`config.mk`:
```
export PLATFORM = sky130hd
export DESIGN_NAME = serial_date_converter
export DESIGN_NICKNAME = d
export VERILOG_FILES = /design/src/rtl/sdc_pkg.sv /design/src/rtl/serial_date_converter.sv
export SDC_FILE = /design/constraint.sdc
export NUM_CORES = 1
export LEC_CHECK = 0
export BUFFER_PORTS_ARGS = -buffer_cell sky130_fd_sc_hd__buf_4
export CAP_MARGIN = 25
export CORE_AREA = 2 2 163 165
export DETAILED_ROUTE_END_ITERATION = 8
export DIE_AREA = 0 0 165 167
export GPL_TIMING_DRIVEN = 0
export PLACE_DENSITY = 0.78
export SLEW_MARGIN = 10
export SYNTH_ARGS = -nofsm -noshare
export SYNTH_HDL_FRONTEND = slang
export SYNTH_SLANG_ARGS = --single-unit
```
`constraint.sdc`:
```
create_clock -name clk -period 15.4 [get_ports clk]
set_input_delay 1.54 -clock clk [delete_from_list [all_inputs] [get_ports clk]]
set_output_delay 1.54 -clock clk [all_outputs]
set_load 0.02 [all_outputs]
```
`src/rtl/sdc_pkg.sv`:
```
// ----------------------------------------------------------------------------
// sdc_pkg
// shared constants, state type and calendar helpers for the serial date
// converter
// ----------------------------------------------------------------------------
`default_nettype none

package sdc_pkg;

  // direction codes carried on in_tuser
  localparam logic CMD_ENCODE = 1'b0;
  localparam logic CMD_DECODE = 1'b1;

  localparam int DEFAULT_MAX_YEAR_OFFSET = 8099;

  localparam logic [16:0] SEC_PER_DAY  = 17'd86400;
  localparam logic [16:0] SEC_LAST     = 17'd86399;
  localparam logic [16:0] SEC_PER_HOUR = 17'd3600;
  localparam logic [16:0] SEC_PER_MIN  = 17'd60;
  localparam logic [16:0] DAYS_LEAP    = 17'd366;
  localparam logic [16:0] DAYS_COMMON  = 17'd365;
  localparam logic [3:0]  LAST_MONTH   = 4'd11;

  // year counters: 1900 sits at 0 mod 4, 0 mod 100, 300 mod 400
  localparam logic [8:0]  MOD400_START = 9'd300;
  localparam logic [6:0]  MOD100_LAST  = 7'd99;
  localparam logic [8:0]  MOD400_LAST  = 9'd399;

  typedef enum logic [7:0] {
    S_IDLE  = 8'b0000_0001,
    S_YEAR  = 8'b0000_0010,
    S_MON   = 8'b0000_0100,
    S_HR    = 8'b0000_1000,
    S_MIN   = 8'b0001_0000,
    S_CARRY = 8'b0010_0000,
    S_DAY   = 8'b0100_0000,
    S_DONE  = 8'b1000_0000
  } state_t;

  // month length, months past december count no days
  function automatic logic [4:0] month_len(input logic [3:0] mon, input logic leap);
    logic [4:0] len;
    case (mon)
      4'd0, 4'd2, 4'd4, 4'd6, 4'd7, 4'd9, 4'd11: len = 5'd31;
      4'd3, 4'd5, 4'd8, 4'd10:                   len = 5'd30;
      4'd1:                                      len = leap ? 5'd29 : 5'd28;
      default:                                   len = 5'd0;
    endcase
    return len;
  endfunction

endpackage

`default_nettype wire

```
`src/rtl/serial_date_converter.sv`:
```
// ----------------------------------------------------------------------------
// serial_date_converter
// spreadsheet serial date <-> calendar date and time, 1900 leap quirk kept
// ----------------------------------------------------------------------------
//  channel | dir | handshake          | payload
//  --------+-----+--------------------+------------------------------------
//  in_     | in  | in_tvalid/tready   | tdata: date, time, serial; tuser: cmd
//  out_    | out | out_tvalid/tready  | tdata: serial, date, time;
//          |     |                    | tuser: range error
//
//  one item at a time through a single add/subtract unit and a small sequencer
//  encode: walks the years and the months, then adds the time carry and the day
//  (the year walk is one year per cycle)
//  decode: walks the years, then the months, hours and minutes of what is left
//  rst_n is synchronous; it clears the sequencer and the output valid flag
//  a new item is taken while a finished result still waits in the output
//  register; a stalled output holds the sequencer in its last state
// ----------------------------------------------------------------------------
`default_nettype none

module serial_date_converter
  import sdc_pkg::*;
#(
  parameter int MAX_YEAR_OFFSET = DEFAULT_MAX_YEAR_OFFSET
) (
  input  wire logic        clk,
  input  wire logic        rst_n,
  // in: valid / ready handshake
  input  wire logic        in_tvalid,
  output logic             in_tready,
  // low to high: in_year_offset[13] in_month[4] in_day[5] in_hour[5]
  // in_minute[6] in_second[6] in_serial_days[22] in_serial_seconds[17] pad[2]
  input  wire logic [79:0] in_tdata,
  // cmd[1]
  input  wire logic [0:0]  in_tuser,
  // out: valid / ready handshake
  output logic             out_tvalid,
  input  wire logic        out_tready,
  // low to high: out_serial_days[22] out_serial_seconds[17] out_year_offset[13]
  // out_month[4] out_day[5] out_hour[5] out_minute[6] out_second[6] pad[2]
  output logic [79:0]      out_tdata,
  // out_range_error[1]
  output logic [0:0]       out_tuser
);

  localparam logic [12:0] MaxYear = 13'(MAX_YEAR_OFFSET);

  // input field unpacking
  logic [12:0] in_year_offset;
  logic [3:0]  in_month;
  logic [4:0]  in_day;
  logic [4:0]  in_hour;
  logic [5:0]  in_minute;
  logic [5:0]  in_second;
  logic [21:0] in_serial_days;
  logic [16:0] in_serial_seconds;

  assign in_year_offset    = in_tdata[12:0];
  assign in_month          = in_tdata[16:13];
  assign in_day            = in_tdata[21:17];
  assign in_hour           = in_tdata[26:22];
  assign in_minute         = in_tdata[32:27];
  assign in_second         = in_tdata[38:33];
  assign in_serial_days    = in_tdata[60:39];
  assign in_serial_seconds = in_tdata[77:61];

  state_t      state_r, state_nxt;
  logic        cmd_r, cmd_nxt;
  logic [21:0] acc_r, acc_nxt;        // day count, built up or worn down
  logic [16:0] sec_r, sec_nxt;        // seconds of the day
  logic [12:0] yoff_r, yoff_nxt;
  logic [3:0]  mon_r, mon_nxt;
  logic [12:0] tgt_year_r, tgt_year_nxt;
  logic [3:0]  tgt_mon_r, tgt_mon_nxt;
  logic [4:0]  day_r, day_nxt;
  logic [4:0]  hour_r, hour_nxt;
  logic [5:0]  min_r, min_nxt;
  logic        carry_r, carry_nxt;
  logic        err_r, err_nxt;
  logic [1:0]  m4_r, m4_nxt;
  logic [6:0]  m100_r, m100_nxt;
  logic [8:0]  m400_r, m400_nxt;
  logic        out_valid_r, out_valid_nxt;
  logic [79:0] out_tdata_r, out_tdata_nxt;
  logic [0:0]  out_tuser_r, out_tuser_nxt;

  // shared add/subtract unit
  logic [21:0] alu_a;
  logic [16:0] alu_b;
  logic        alu_sub;
  logic [22:0] alu_full;
  logic [21:0] alu_res;
  logic        alu_ge;
  logic        alu_gt;

  assign alu_full = alu_sub ? ({1'b0, alu_a} - {6'd0, alu_b})
                            : ({1'b0, alu_a} + {6'd0, alu_b});
  assign alu_res  = alu_full[21:0];
  assign alu_ge   = ~alu_full[22];
  assign alu_gt   = alu_ge && (alu_res != 22'd0);

  // calendar of the current year
  logic        leap;
  logic [16:0] ylen;
  logic [4:0]  mlen;

  assign leap = (yoff_r == 13'd0) || (m400_r == 9'd0) ||
                ((m4_r == 2'd0) && (m100_r != 7'd0));
  assign ylen = leap ? DAYS_LEAP : DAYS_COMMON;
  assign mlen = month_len(mon_r, leap);

  // encode time sum and decode saturation at load
  logic [16:0] raw_secs;
  logic [16:0] sat_secs;

  assign raw_secs = 17'(in_hour) * SEC_PER_HOUR + 17'(in_minute) * SEC_PER_MIN
                  + 17'(in_second);
  assign sat_secs = (in_serial_seconds >= SEC_PER_DAY) ? SEC_LAST : in_serial_seconds;

  assign in_tready  = (state_r == S_IDLE);
  assign out_tvalid = out_valid_r;
  assign out_tdata  = out_tdata_r;
  assign out_tuser  = out_tuser_r;

  always_comb begin
    alu_a   = acc_r;
    alu_b   = ylen;
    alu_sub = 1'b0;
    unique case (state_r)
      S_YEAR: begin
        alu_b   = ylen;
        alu_sub = (cmd_r == CMD_DECODE);
      end
      S_MON: begin
        alu_b   = 17'(mlen);
        alu_sub = (cmd_r == CMD_DECODE);
      end
      S_HR: begin
        alu_a   = 22'(sec_r);
        alu_b   = SEC_PER_HOUR;
        alu_sub = 1'b1;
      end
      S_MIN: begin
        alu_a   = 22'(sec_r);
        alu_b   = SEC_PER_MIN;
        alu_sub = 1'b1;
      end
      S_CARRY: begin
        alu_a   = 22'(sec_r);
        alu_b   = SEC_PER_DAY;
        alu_sub = 1'b1;
      end
      S_DAY: begin
        alu_b   = 17'(day_r) + 17'(carry_r);
      end
      default: begin
        alu_a   = acc_r;
      end
    endcase
  end

  always_comb begin
    state_nxt     = state_r;
    cmd_nxt       = cmd_r;
    acc_nxt       = acc_r;
    sec_nxt       = sec_r;
    yoff_nxt      = yoff_r;
    mon_nxt       = mon_r;
    tgt_year_nxt  = tgt_year_r;
    tgt_mon_nxt   = tgt_mon_r;
    day_nxt       = day_r;
    hour_nxt      = hour_r;
    min_nxt       = min_r;
    carry_nxt     = carry_r;
    err_nxt       = err_r;
    m4_nxt        = m4_r;
    m100_nxt      = m100_r;
    m400_nxt      = m400_r;
    out_valid_nxt = out_valid_r && !out_tready;
    out_tdata_nxt = out_tdata_r;
    out_tuser_nxt = out_tuser_r;

    unique case (state_r)
      S_IDLE: begin
        if (in_tvalid) begin
          cmd_nxt      = in_tuser[0];
          yoff_nxt     = 13'd0;
          mon_nxt      = 4'd0;
          tgt_year_nxt = in_year_offset;
          tgt_mon_nxt  = in_month;
          day_nxt      = in_day;
          hour_nxt     = 5'd0;
          min_nxt      = 6'd0;
          carry_nxt    = 1'b0;
          err_nxt      = 1'b0;
          m4_nxt       = 2'd0;
          m100_nxt     = 7'd0;
          m400_nxt     = MOD400_START;
          if (in_tuser[0] == CMD_DECODE) begin
            acc_nxt = in_serial_days;
            sec_nxt = sat_secs;
          end else begin
            acc_nxt = 22'd0;
            sec_nxt = raw_secs;
          end
          state_nxt = S_YEAR;
        end
      end
      S_YEAR: begin
        priority if ((cmd_r == CMD_ENCODE && yoff_r < tgt_year_r) ||
                     (cmd_r == CMD_DECODE && yoff_r < MaxYear && alu_gt)) begin
          acc_nxt  = alu_res;
          yoff_nxt = yoff_r + 13'd1;
          m4_nxt   = m4_r + 2'd1;
          m100_nxt = (m100_r == MOD100_LAST) ? 7'd0 : m100_r + 7'd1;
          m400_nxt = (m400_r == MOD400_LAST) ? 9'd0 : m400_r + 9'd1;
        end else begin
          // past the last supported year: clamp to its last day
          if (cmd_r == CMD_DECODE && alu_gt) begin
            err_nxt = 1'b1;
            acc_nxt = 22'(ylen);
          end
          state_nxt = S_MON;
        end
      end
      S_MON: begin
        priority if ((cmd_r == CMD_ENCODE && mon_r < tgt_mon_r) ||
                     (cmd_r == CMD_DECODE && mon_r < LAST_MONTH && alu_gt)) begin
          acc_nxt = alu_res;
          mon_nxt = mon_r + 4'd1;
        end else begin
          state_nxt = (cmd_r == CMD_DECODE) ? S_HR : S_CARRY;
        end
      end
      S_HR: begin
        if (alu_ge) begin
          sec_nxt  = alu_res[16:0];
          hour_nxt = hour_r + 5'd1;
        end else begin
          state_nxt = S_MIN;
        end
      end
      S_MIN: begin
        if (alu_ge) begin
          sec_nxt = alu_res[16:0];
          min_nxt = min_r + 6'd1;
        end else begin
          state_nxt = S_DONE;
        end
      end
      S_CARRY: begin
        // time sum of a full day or more rolls into the day count
        if (alu_ge) begin
          sec_nxt   = alu_res[16:0];
          carry_nxt = 1'b1;
        end
        state_nxt = S_DAY;
      end
      S_DAY: begin
        acc_nxt   = alu_res;
        state_nxt = S_DONE;
      end
      S_DONE: begin
        if (!out_valid_r || out_tready) begin
          out_valid_nxt = 1'b1;
          if (cmd_r == CMD_DECODE) begin
            out_tdata_nxt = {2'b00, sec_r[5:0], min_r, hour_r, acc_r[4:0], mon_r,
                             yoff_r, 17'd0, 22'd0};
            out_tuser_nxt = err_r;
          end else begin
            out_tdata_nxt = {2'b00, 6'd0, 6'd0, 5'd0, 5'd0, 4'd0, 13'd0, sec_r, acc_r};
            out_tuser_nxt = 1'b0;
          end
          state_nxt = S_IDLE;
        end
      end
      default: begin
        state_nxt = S_IDLE;
      end
    endcase
  end

  always_ff @(posedge clk) begin
    if (!rst_n) begin
      state_r     <= S_IDLE;
      out_valid_r <= 1'b0;
    end else begin
      state_r     <= state_nxt;
      out_valid_r <= out_valid_nxt;
    end
  end

  always_ff @(posedge clk) begin
    cmd_r       <= cmd_nxt;
    acc_r       <= acc_nxt;
    sec_r       <= sec_nxt;
    yoff_r      <= yoff_nxt;
    mon_r       <= mon_nxt;
    tgt_year_r  <= tgt_year_nxt;
    tgt_mon_r   <= tgt_mon_nxt;
    day_r       <= day_nxt;
    hour_r      <= hour_nxt;
    min_r       <= min_nxt;
    carry_r     <= carry_nxt;
    err_r       <= err_nxt;
    m4_r        <= m4_nxt;
    m100_r      <= m100_nxt;
    m400_r      <= m400_nxt;
    out_tdata_r <= out_tdata_nxt;
    out_tuser_r <= out_tuser_nxt;
  end

endmodule

`default_nettype wire

```
Yosys cells after proc, flatten, opt, wreduce, memory -nomap -nowiden
Cells that the tools add are included.
- bits of input ports: 85
- flip-flop bits (word level): 200
- muxes and demuxes: 57
- order comparisons: 5
- multipliers: 2
- reductions and logical operators: 45
- $add $sub $neg: 12
- equal/unequal tests: 35
- bitwise operators: 2
- operators with widths (operator ; number):
    2-to-1 mux 22 bit ; 6
    case mux 22 bit (4 select lines) ; 1
    case mux 17 bit (5 select lines) ; 1
    2-to-1 mux 17 bit ; 4
    case mux 8 bit (8 select lines) ; 1
    2-to-1 mux 8 bit ; 6
    case mux 17 bit (2 select lines) ; 1
    2-to-1 mux 9 bit ; 3
    2-to-1 mux 13 bit ; 2
    != test 2 bit (second input constant) ; 13
    case mux 13 bit (2 select lines) ; 1
    adder 22 x 17 -> 23 bit ; 1
    2-to-1 mux 23 bit ; 1
    subtractor 22 x 17 -> 23 bit ; 1
    nonzero test 22 bit ; 1
    2-to-1 mux 7 bit ; 3
    2-to-1 mux 6 bit ; 3
    case mux 9 bit (2 select lines) ; 1
    AND reduction 3 bit ; 6
    adder 17 x 12 -> 17 bit ; 1
    adder 17 x 6 -> 17 bit ; 1
    >= comparator 17 bit (second input constant) ; 1
    equality test 4 x 3 -> 1 bit (second input constant) ; 4
    equality test 4 bit (second input constant) ; 4
    other kinds (56) ; 91

Depth between registers and ports, before layout
- depth in word-level cells: 14
- gate-level depth with buffers: 29

Least setup slack after synthesis
Ideal clock, no wire load.
- kind: register to register
- from: register state_r[0]
- to: register acc_r[0] (enable)
- arrival time: 6.701 ns
- cell stages (with the launch flop): 26
- path buffers: 1
- path slack: 8.257 ns
- period minus slack after synthesis: 7.143 ns
- required time: 14.958 ns
- cell sequence: dfxtp_1 > or4_1 > buf_4 > nor3_4 > nor3_2 > a221oi_1 > a21oi_1 > inv_1 > ha_1 > o21ai_1 > nor4_4 > a21o_4 > nor2_1 > o21ai_0 > ha_1 > a211oi_1 > nor2_1 > a31oi_1 > o21ai_0 > a41o_1 > xor2_2 > nor2_1 > o21ai_0 > nand2b_1 > and3_1 > a311oi_1
- longest elaborated chain between the ends: 11
- elaborated cells on any way between the ends: 28
- those cells by class: add/sub (2); eq/ne (10); mux (4); bitwise (1); reduce/logical (11)
- ends and longest elaborated chain (what ; RTL line ; source):
    from (decl) ; serial_date_converter.sv:67 ; state_t state_r, state_nxt;
    from (signal assigned) ; serial_date_converter.sv:288 ; state_r <= state_nxt;
    equality test 8 x 6 -> 1 bit, or another cell as far along ; serial_date_converter.sv:129 ; unique case (state_r)
    OR reduction 3 bit (no line) ; n/a ;
    2-to-1 mux 22 bit ; serial_date_converter.sv:129 ;
    adder 22 x 17 -> 23 bit or subtractor 22 x 17 -> 23 bit (tied branches) ; serial_date_converter.sv:97, serial_date_converter.sv:96 ;
    2-to-1 mux 23 bit ; serial_date_converter.sv:96 ; assign alu_full = alu_sub ? ({1'b0, alu_a} - {6'd0, alu_b})
    nonzero test 22 bit or inverter 1 bit (tied branches) ; serial_date_converter.sv:100, serial_date_converter.sv:99 ;
    logical AND 1 bit ; serial_date_converter.sv:100 ; assign alu_gt = alu_ge && (alu_res != 22'd0);
    logical AND 1 bit, on equally long branches ; serial_date_converter.sv:211, serial_date_converter.sv:228 ;
    logical OR 1 bit, on equally long branches ; serial_date_converter.sv:210, serial_date_converter.sv:227 ;
    != test 3 bit (no line) or != test 2 bit (tied branches) ; n/a ;
    AND reduction 4 bit (no line) (*) ; n/a ;
    to (signal assigned) ; serial_date_converter.sv:295 ; acc_r <= acc_nxt;
    to (decl) ; serial_date_converter.sv:69 ; logic [21:0] acc_r, acc_nxt;
Mark *: on every way between the ends. The rest lies on a longest branch, timed or not.
A chain may end at the register's enable or synchronous reset.

Worst setup path after layout
- from: register yoff_r[0]
- to: register acc_r[11] (enable)
- longest elaborated chain between the ends: 14
- elaborated cells on any way between the ends: 25
- those cells by class: add/sub (2); order compare (2); eq/ne (2); mux (5); bitwise (1); reduce/logical (13)
- ends and longest elaborated chain (what ; RTL line ; source):
    from (decl) ; serial_date_converter.sv:71 ; logic [12:0] yoff_r, yoff_nxt;
    from (signal assigned) ; serial_date_converter.sv:297 ; yoff_r <= yoff_nxt;
    logical NOT 13 bit ; serial_date_converter.sv:107 ; assign leap = (yoff_r == 13'd0) || (m400_r == 9'd0) ||
    logical OR 1 bit (2 in a row) ; serial_date_converter.sv:107 ;
    2-to-1 mux 1 bit ; sdc_pkg.sv:46 ; 4'd1: len = leap ? 5'd29 : 5'd28;
    case mux 5 bit (3 select lines) ; sdc_pkg.sv:43 ; case (mon)
    case mux 17 bit (5 select lines) ; serial_date_converter.sv:129 ;
    adder 22 x 17 -> 23 bit or subtractor 22 x 17 -> 23 bit (tied branches) ; serial_date_converter.sv:97, serial_date_converter.sv:96 ;
    2-to-1 mux 23 bit ; serial_date_converter.sv:96 ;
    nonzero test 22 bit or inverter 1 bit (tied branches) ; serial_date_converter.sv:100, serial_date_converter.sv:99 ;
    logical AND 1 bit ; serial_date_converter.sv:100 ;
    logical AND 1 bit, on equally long branches ; serial_date_converter.sv:211, serial_date_converter.sv:228 ;
    logical OR 1 bit, on equally long branches ; serial_date_converter.sv:210, serial_date_converter.sv:227 ;
    != test 3 bit (no line) or != test 2 bit (tied branches) ; n/a ;
    AND reduction 4 bit (no line) (*) ; n/a ;
Marked as above.

==> flow_summary.yaml <==
clocking:
  clk_pin_slew_ns: 0.08
  cts_root_buf: "clkbuf_16"
  clk_latency_ns: 0.44
  cts_hold_buf: 0
  postCtsSetupRepairBufs: 0
  cts_resized: 0
  clk_path_buf_depth: 2
  cts_sinks: 198
  tritoncts: "done"
  cts_buffers: 17
  ctsHtreeMaxLevel: 4
logic_synthesis:
  postSynthAreaPerCell_um2: 10.4
  synth_edf_count: 189
  yosysTopAreaCell: "edfxtp_1"
  synth_flop_cell: "edfxtp_1"
  seq_area_frac_synth_pct: 46.9
  synth_cells: 1204
  yosysWarningCount: 0
  ys_ff_latch: 198
  async_reset_ff_share_pct: 0
  synth_top_area_share_pct: 45.4
  synth_area_leaders: "edfxtp_1, ha_1, nand2_1"
  syn-cell-area_mm2: 0.0125
  ys_types: 72
drt:
  drc: 0
  wl_per_cell_um: 18.7
  drtPass1Iterations: 6
  vias: 9736
  viasPerCell: 5.60
  routed_wl_um: 32600
  antenna_left: 0
  drtIter0Drc: 854
worst_setup_path:
  slowest_delay_ns: 0.72
  cp-start-kind: "register"
  worstPathMaxFanout: 15
  cp_slowest_cell: "a311oi_4"
  path_class: "reg -> reg"
  endpoint_kind: "register"
  worstPathArrival_ns: 8.33
  critPathRequiredTime_ns: 15.53
cells_and_area:
  nets: 1595
  multi_input_area_mm2: 0.00620
  layout_commonest_cell: "edfxtp_1"
  final_cell_area_mm2: 0.0148
  nFillCells: 2148
  ff_latch_area_mm2: 0.00586
  antenna_cells: 0
  mostFrequentLayoutCells: "edfxtp_1, buf_4, nand2_1"
  layout-drive-gt1-share_pct: 16.1
  area_growth_pct: 18.8
global_routing:
  grt-ovfl-total: 0
  grt_max_degree: 34
  gr-usage-all-layers_pct: 24.1
  antenna_found_initial: 0
  grt_pass1_vias: 9377
  grt_pass1_wl_um: 50900
die:
  rows: 59
  chipHeight_um: 167
  initial_core_util_pct: 48.5
  die_x_um: 165
  io_pins: 168
  coreArea_mm2: 0.0258
  dieArea_mm2: 0.0276
place:
  place_area_mm2: 0.0142
  dpl.hpwl_um: 25500
  numPortBuffers: 163
  gp_congestion: 0.980
timing:
  fmax_ghz: 0.122
  rsz0062_at_grt: "no"
  slew_violations: 0
  tightest_slew_ns: 0.886
  skew_ns: 0.0107
  min_period_ns: 8.19
  slew_headroom_pct: 40.8
  fin_tns_setup_ns: 0
  hold_slack_ns: 0.570
  period_share_pct: 53.2
  hold_violations: 0
  setup_violations: 0
job:
  cap_violations: 0
status:
  status: "finished, final reports clean"
power_and_ir_drop:
  leakage_nw: 6.23
  power.density_mw_per_mm2: 112
  vdd_drop_max_uv: 69.4
worst_hold_path:
  hp-class: "reg -> reg"
-- synth_stat cells, drive strengths merged (10+ instances only) --
cell,instances
nand3,30
o21bai,16
inv,84
and3,19
a21o,20
fa,16
a21oi,59
xor2,29
xnor2,49
clkbuf,33
nor2b,44
nand4,11
nor2,94
edfxtp,189
nor3,16
o21ai,59
a22o,10
o22ai,11
ha,103
nand2,125
and2,56
a22oi,10
nand2b,10
-- layout make-up --
cell class	count	share of cell area, %
clock inverter	15	1.29
multi-input combinational	884	41.7
clock buffer	17	2.87
tap	335	2.82
buffer	39	1.08
inverter	84	2.12
sequential	198	39.5
timing repair buffer	167	8.62
-- logic make-up after synthesis --
family | synth area share (%)
AOI/OAI and AO/OA | 13.2
xor gates and xnor gates | 5.53
adders and majority gates | 12.9
buffers and inverters | 3.80
DFF | 46.9
muxes | 0.0801
other | 0.0300
and+or+nand+nor | 17.6
-- path summary, 6_finish.rpt --
check	to	cells past startpoint	slack, ns	start
min	out_tdata[12]	1	0.57	acc_r[12]
max	acc_r[11]	29	7.21	yoff_r[0]
min reg2reg	out_tdata[12]	1	0.57	acc_r[12]
max reg2reg	acc_r[11]	29	7.21	yoff_r[0]
-- sequential cells by signal (all words and copies together), names as in the netlist --
name and count:
acc_r 22, carry_r 1, cmd_r 1, day_r 5, err_r 1, hour_r 5
m100_r 7, m400_r 9, m4_r 2, min_r 6, mon_r 4, out_tdata 78
out_tuser 1, out_tvalid 1, sec_r 17, state_r 8, tgt_mon_r 4, tgt_year_r 13
yoff_r 13
-- per-layer routing --
| layer | routed length [um] | vias to the layer above | track usage [%] |
|---|---|---|---|
| li1 | - | 4667 | - |
| met5 | 0 | - | 0 |
| met4 | 767 | 0 | 7.56 |
| met1 | 14000 | 4589 | 33.7 |
| met3 | 2690 | 49 | 4.58 |
| met2 | 15100 | 431 | 37.8 |
-- per-stage QoR --
stage	power (mW)	utilization, %	std cells	setup slack (ns)
floorplan	1.04	-	1205	8.26
CTS	1.66	57.6	1739	7.38
detailed placement	1.20	55.2	1707	7.49
global placement	1.18	54.9	1703	5.40
finish	1.66	57.6	1739	7.21
global route	1.75	57.6	1739	6.68
-- critical path: cells and delay by family (launching register included) --
family,cells,cell delay [ns]
AOI/OAI and AO/OA,13,3.97
xor gates and xnor gates,1,0.19
adders and majority gates,3,0.80
buffers and inverters,3,0.55
DFF,1,0.50
and+or+nand+nor,9,1.83
-- report_power, final --
part	internal, mW	switching (mW)	total, mW	leakage, nW
clock network	0.247	0.217	0.464	0.296
logic	0.208	0.305	0.513	4.07
registers	0.650	0.0320	0.682	1.86
total	1.11	0.554	1.66	6.23
(Power assumes the default switching activity.)
